## src/rtl/framebuffer_row_write_and_copy_rect_core_assert.svh

```systemverilog
// Assertion macros shared by the frame store copy engine.
`ifndef FRAMEBUFFER_ROW_WRITE_AND_COPY_RECT_CORE_ASSERT_SVH
`define FRAMEBUFFER_ROW_WRITE_AND_COPY_RECT_CORE_ASSERT_SVH

// Same-cycle implication, checked on clk and masked during reset.
`define FBRC_ASSERT_IMP(label, ante, cons, msg) \
  label: assert property (@(posedge clk) disable iff (!rst_n) (ante) |-> (cons)) \
    else $error(msg);

// Next-cycle implication, checked on clk and masked during reset.
`define FBRC_ASSERT_NXT(label, ante, cons, msg) \
  label: assert property (@(posedge clk) disable iff (!rst_n) (ante) |=> (cons)) \
    else $error(msg);

`endif

```

## src/rtl/fbrc_pkg.sv

```systemverilog
// Shared types and codes of the frame store copy engine.
package fbrc_pkg;

  // Operation codes of the input channel
  localparam logic [1:0] OP_CLEAR = 2'd0;
  localparam logic [1:0] OP_WRITE = 2'd1;
  localparam logic [1:0] OP_COPY  = 2'd2;
  localparam logic [1:0] OP_READ  = 2'd3;

  // Result kinds of the output channel
  localparam logic [2:0] RES_DROP   = 3'd0;
  localparam logic [2:0] RES_PIXEL  = 3'd1;
  localparam logic [2:0] RES_REGION = 3'd2;
  localparam logic [2:0] RES_READ   = 3'd3;
  localparam logic [2:0] RES_CLEAR  = 3'd4;

  // Configuration register indexes
  localparam int CFG_IDX_W = 1;
  localparam logic [CFG_IDX_W-1:0] CFG_DISP_WIDTH  = 1'd0;
  localparam logic [CFG_IDX_W-1:0] CFG_DISP_HEIGHT = 1'd1;
  localparam int CFG_DATA_W = 11;
  localparam logic [CFG_DATA_W-1:0] PANEL_RESET = 11'd1024;

  // Dimension width able to hold the largest supported panel size (4096)
  localparam int DIM_W = 13;

  // Clipped copy geometry handed from the clip unit to the sequencer
  typedef struct packed {
    logic             drop;
    logic             down;   // rows top to bottom
    logic             lr;     // columns left to right
    logic [DIM_W-1:0] cw;     // clipped copy width
    logic [DIM_W-1:0] rows;   // rows actually moved
    logic [DIM_W-1:0] hrep;   // reported destination height
  } clip_t;

  typedef enum logic [2:0] {
    ST_IDLE,
    ST_READ,
    ST_SETUP,
    ST_PREP,
    ST_COPY,
    ST_DRAIN,
    ST_CLEAR
  } state_t;

endpackage

```

## src/rtl/fbrc_clip.sv

```systemverilog
// Copy rectangle visibility check and clipping against the panel size.
module fbrc_clip (
  input  logic [15:0]                dest_x,
  input  logic [15:0]                dest_y,
  input  logic [15:0]                rect_width,
  input  logic [15:0]                rect_height,
  input  logic [15:0]                source_x,
  input  logic [15:0]                source_y,
  input  logic [fbrc_pkg::DIM_W-1:0] pw,
  input  logic [fbrc_pkg::DIM_W-1:0] ph,
  output fbrc_pkg::clip_t            clip
);
  import fbrc_pkg::*;

  logic [15:0] pw16;
  logic [15:0] ph16;
  logic        vis;
  logic [15:0] room_d;
  logic [15:0] room_s;
  logic [15:0] cw_a;
  logic [15:0] cw_b;
  logic [15:0] top;
  logic [15:0] room_t;
  logic [15:0] room_y;
  logic [15:0] rows;
  logic [15:0] hrep;

  assign pw16 = 16'(pw);
  assign ph16 = 16'(ph);

  // Both corners visible and a nonzero size
  assign vis = (dest_x < pw16) && (dest_y < ph16) && (source_x < pw16) &&
               (source_y < ph16) && (rect_width != 16'd0) && (rect_height != 16'd0);

  // Width clipped by destination and source room
  assign room_d = pw16 - dest_x;
  assign room_s = pw16 - source_x;
  assign cw_a   = (rect_width < room_d) ? rect_width : room_d;
  assign cw_b   = (cw_a < room_s) ? cw_a : room_s;

  // Rows moved stop at the lower of the two rectangles
  assign top    = (dest_y > source_y) ? dest_y : source_y;
  assign room_t = ph16 - top;
  assign rows   = (rect_height < room_t) ? rect_height : room_t;

  // Reported height only looks at the destination
  assign room_y = ph16 - dest_y;
  assign hrep   = (rect_height < room_y) ? rect_height : room_y;

  assign clip.drop = !vis;
  assign clip.down = (dest_y <= source_y);
  assign clip.lr   = (dest_x <= source_x);
  assign clip.cw   = DIM_W'(cw_b);
  assign clip.rows = DIM_W'(rows);
  assign clip.hrep = DIM_W'(hrep);

endmodule

```

## config.mk

```make
export PLATFORM = sky130hd
export DESIGN_NAME = fbrc_clip
export DESIGN_NICKNAME = d
export VERILOG_FILES = /design/src/rtl/framebuffer_row_write_and_copy_rect_core_assert.svh /design/src/rtl/fbrc_pkg.sv /design/src/rtl/fbrc_clip.sv
export SDC_FILE = /design/constraint.sdc
export NUM_CORES = 1
export LEC_CHECK = 0
export ABC_AREA = 1
export BUFFER_PORTS_ARGS = -buffer_cell sky130_fd_sc_hd__buf_2
export CAP_MARGIN = 25
export CORE_MARGIN = 2
export CORE_UTILIZATION = 56
export DETAILED_ROUTE_END_ITERATION = 8
export GPL_ROUTABILITY_DRIVEN = 1
export PLACE_DENSITY = 0.85
export SYNTH_ARGS = -nofsm -noshare
export SYNTH_HDL_FRONTEND = slang
export SYNTH_SLANG_ARGS = --single-unit
```

## constraint.sdc

```tcl
create_clock -name vclk -period 15.6
set_input_delay 4.68 -clock vclk [all_inputs]
set_output_delay 4.68 -clock vclk [all_outputs]
set_load 0.05 [all_outputs]
```

==> flow_metrics.tcl, run 1 <==
set metrics [dict create \
    status "completed" \
    final.fill_count 983 \
    detailedPlace.worstSlack_ns 0.895 \
    flops_and_latches 0 \
    synth_commonest_cells "inv_1, ha_1, nand2_1" \
    vias 6669 \
    vdd_drop_max_uv 91.9 \
    maxSlewViolCount 0 \
    grt_max_degree 34 \
    wl_per_cell_um 14.0 \
    drt_pass1_iterations 5 \
    drc 0 \
    synthTopCellsByArea "ha_1, inv_1, a21oi_1, nand2_1, xor2_1" \
    clkbuf_count 0 \
    post_cts_buffers 0 \
    min_path_type "in2out" \
    setup_viol_count_final 0 \
    syn-instance-count 935 \
    yosys_warnings 0 \
    syn_area_per_cell_um2 6.40 \
    cts_hold_buffers 0 \
    power.density_nw_per_um2 87.9 \
    core_area_um2 10400 \
    final_cell_count_no_fill 1226 \
    fin_crit_ns 14.81 \
    cp-start-kind "primary input" \
    cp_common_cell "nand2_1" \
    antenna_found_initial 1 \
    critPathKind "in2out" \
    crit_required_ns 10.92 \
    end_kind "output pin" \
    timing.final.hold_violations 0 \
    worstSetupStartpoint "pw[0]" \
    dp.cells 1223 \
    routed_wl_mm 17.1 \
    timing.hold.ws_ns 9.82 \
    die_h_um 107 \
    grt_overflow_total 0 \
    rsz0062_at_grt "false" \
    cp.arrival_ns 10.13 \
    gp_congestion 0.925 \
    synth_most_common_cell "inv_1" \
    grt_pass1_wl_mm 27.8 \
    ant_nets 0 \
    io_buffers 164 \
    cp_slowest_cell "a2111oi_4" \
    cap_violations 0 \
    fp.dieW_um 107 \
    synth_area_um2 5990 \
    period_share 0.949 \
    grt_pass1_vias 6238 \
    drive_above_1_share 0.205 \
    dr.first_iter.drc_count 418 \
    fmax_mhz 67.5 \
    fp-row-count 37 \
    syn2layout_area_growth_pct 15.9 \
    vias_per_cell 5.44 \
    regArea_um2 0 \
    initial_core_util 0.577 \
    fin_nets 1373 \
    tightestPinTransition_ns 0.864 \
    worst_slack_ns 0.789 \
    holdPathStages 4 \
    synth_cell_types 52 \
    grt.total_usage 0.290 \
    fin_tns_setup_ns 0 \
    power_uw 610 \
    num_io_pins 164 \
    synth_top_area_frac 0.326 \
    slew_headroom 0.424 \
    critPathMaxStageDelay_ns 0.68 \
    dpl.hpwl_mm 15.3 \
    die_area_um2 11500 \
    yosysTopAreaCell "ha_1" \
    path_max_fanout 31 \
    yosysSeqAreaShare 0 \
    synth_nets 1217 \
    p_leak_nw 4.07 \
    cts_resized 0 \
    hp-start "rect_height[2]" \
    min_to "clip[15]" \
]
metal layers:
| layer | up-vias | share of wire | track usage |
|---|---|---|---|
| li1 | 3474 | - | - |
| met1 | 2908 | 0.47 | 0.412 |
| met2 | 261 | 0.44 | 0.477 |
| met3 | 26 | 0.068 | 0.0188 |
| met4 | 0 | 0.022 | 0.0659 |
| met5 | - | 0 | 0 |
worst max-delay path by stage:
stage               endpoint  slack [ns]  depth (start not counted)
detailed placement  clip[38]        0.90                         32
global route        clip[27]        0.35                         33
floorplan           clip[23]        1.18                         31
global placement    clip[38]        0.95                         33
CTS                 clip[24]        0.88                         33
finish              clip[38]        0.79                         33
worst max-delay path, delay by kind of cell:
kind                       cells  cell delay (ns)
and+or+nand+nor               14             2.10
AOI/OAI and AO/OA              7             1.45
adders and majority gates      4             1.10
buffers and inverters          7             0.61
xor gates and xnor gates       1             0.21
power by group:
| part | internal, mW | switching [mW] | leakage [nW] |
|---|---|---|---|
| Combinational | 0.189 | 0.422 | 4.07 |
| Clock | 0.00000000857 | 0 | 0.00000634 |
| Sequential | 0 | 0 | 0 |
cell families (layout without fill, tap and decap cells):
family	count (synthesis)	after routing	synth area share
buffers and inverters	188	342	0.122
other	0	1	0
adder cells (fa/ha/maj)	160	160	0.339
XOR/XNOR	53	53	0.0775
AO/OA/AOI/OAI	217	217	0.214
AND/OR/NAND/NOR	317	317	0.247
area by class of cell:
type                       count  area, um2  area share
timing repair buffer         167        858       0.124
inverter                     175        657      0.0946
tap                          136        170      0.0245
antenna                        1       2.50    0.000360
multi-input combinational    747       5260       0.757
per-stage QoR:
| stage | cell area, um2 | util |
|---|---|---|
| 6_report | 6940 | 0.670 |
| 5_1_grt | 6940 | 0.670 |
| 2_1_floorplan | 5990 | - |
| 3_5_place_dp | 6910 | 0.666 |
| 4_1_cts | 6910 | 0.666 |
| 3_3_place_gp | 6910 | 0.666 |
layout by cell type, fill, tap and decap left out, types with 2 or more instances in the layout:
cell,netlist,final
o21ai_0,22,22
o211ai_1,4,4
o41ai_1,2,2
nand4_1,14,14
o21ai_1,31,31
fa_1,4,4
inv_1,165,165
o211ai_2,2,2
inv_2,10,10
a31oi_1,2,2
buf_2,6,164
buf_8,0,2
ha_1,156,156
o221ai_1,2,2
and2_1,2,2
o21a_1,5,5
a211oi_1,3,3
nor3_2,3,3
o21bai_1,3,3
nand2_4,12,12
xnor2_1,12,12
nand2_2,15,15
a21oi_2,3,3
a21oi_1,121,121
nor3_1,10,10
nor2_1,67,67
nand3_1,37,37
o31ai_1,4,4
nand2_1,144,144
xor2_1,41,41
nor4_1,8,8
(Power assumes the default switching activity.)
==> run 2, diff against run 1 <==
==> constraint.sdc (replaced) <==
create_clock -name vclk -period 15.6
set_input_delay 1.56 -clock vclk [all_inputs]
set_output_delay 1.56 -clock vclk [all_outputs]
set_load 0.05 [all_outputs]
==> run 2 against run 1 <==
Effect of this change: clock-buffer cell count did not move; first-iteration DRC count rose by 0.24%; core utilization shrank 0.14 points; die area unchanged; global-route usage down 0.16 points; non-clock buffer count is 1 lower; critical endpoint is now clip[27].
==> flow_metrics.tcl, run 2 (synthesis results as in run 1) <==
set metrics [dict create \
    rsz0062_at_grt "false" \
    final_common_cell "inv_1" \
    crit_required_ns 14.04 \
    cp-start-kind "primary input" \
    vdd_drop_max_uv 80.1 \
    flops_and_latches 0 \
    p_leak_nw 4.06 \
    fmax_mhz 119 \
    grt_overflow_total 0 \
    critPathKind "in2out" \
    holdPathStages 4 \
    critPathBufInv 7 \
    num_io_pins 164 \
    antenna_found_initial 1 \
    end_kind "output pin" \
    drive_above_1_share 0.204 \
    grt_max_degree 32 \
    io_buffers 164 \
    maxSlewViolCount 0 \
    power.density_nw_per_um2 87.9 \
    initial_core_util 0.577 \
    fp.dieW_um 107 \
    grt_pass1_wl_mm 27.9 \
    min_path_type "in2out" \
    vias 6762 \
    cp_slowest_cell "a2111oi_4" \
    hp-start "rect_height[2]" \
    syn2layout_area_growth_pct 15.7 \
    regArea_um2 0 \
    cp_common_cell "nand2_1" \
    post_cts_buffers 0 \
    power_uw 609 \
    drc 0 \
    vias_per_cell 5.52 \
    status "completed" \
    period_share 0.541 \
    dpl.hpwl_mm 15.3 \
    cap_violations 0 \
    ant_nets 0 \
    fin_nets 1372 \
    dr.first_iter.drc_count 419 \
    wl_per_cell_um 14.0 \
    worst_slack_ns 7.16 \
    mostFrequentLayoutCells "inv_1, buf_2, ha_1, nand2_1, a21oi_1" \
    slew_headroom 0.315 \
    timing.hold.ws_ns 3.59 \
    gp_congestion 0.957 \
    cp.arrival_ns 6.88 \
    cts_resized 0 \
    min_to "clip[15]" \
    timing.final.hold_violations 0 \
    fin_tns_setup_ns 0 \
    crit_family "simple AND/OR/NAND/NOR gates" \
    die_h_um 107 \
    cts_hold_buffers 0 \
    clkbuf_count 0 \
    tightestPinTransition_ns 1.03 \
    grt_pass1_vias 6193 \
    grt.total_usage 0.288 \
    fp-row-count 37 \
    fin_crit_ns 8.44 \
    detailedPlace.worstSlack_ns 7.16 \
    die_area_um2 11500 \
    drt_pass1_iterations 6 \
    critPathMaxStageDelay_ns 0.66 \
    setup_viol_count_final 0 \
    path_max_fanout 31 \
    core_area_um2 10400 \
    routed_wl_mm 17.1 \
]
run 2: cell count changes in the layout (fill, tap and decap cells not counted), sizes merged:
cell and delta:
buf -1
run 2: worst max-delay path by stage:
| stage | startpoint | cells past startpoint | endpoint |
|---|---|---|---|
| global route | pw[0] | 32 | clip[26] |
| finish | pw[0] | 33 | clip[27] |
| CTS | source_y[1] | 32 | clip[20] |
| floorplan | source_y[9] | 31 | clip[23] |
| detailed placement | source_y[1] | 32 | clip[20] |
| global placement | source_y[1] | 32 | clip[20] |
run 2: through the flow:
stage | utilization | instances | instance area, um2
floorplan | - | 935 | 5990
global placement | 0.666 | 1223 | 6910
detailed placement | 0.666 | 1223 | 6910
CTS | 0.666 | 1223 | 6910
global route | 0.668 | 1225 | 6930
finish | 0.668 | 1225 | 6930
run 2: final cells by class:
type,instances,area [um2]
multi-input cells,747,5260
inverters,175,657
fillers,991,3440
repair buffers,166,843
diodes,1,2.50
well taps,136,170
run 2: per-layer routing:
layer  part of all wire  vias up  global-route usage  routed length (um)
met5                  0        -                   0                   0
met4              0.017        0              0.0513                 286
li1                   -     3470                   -                   -
met2               0.44      273               0.488                7620
met3              0.073       29              0.0151                1250
met1               0.47     2990               0.406                7970
run 2: power by group:
part | total (mW) | switching (mW) | leakage (nW) | internal, mW
Combinational | 0.609 | 0.422 | 4.06 | 0.187
Sequential | 0 | 0 | 0 | 0
Clock | 0.00000000858 | 0 | 0.00000634 | 0.00000000857
run 2: tightest hold or removal path: cells and delay by family:
family                 cells  cell delay, ns
buffers and inverters      3            0.40
AOI/OAI and AO/OA          1            0.06
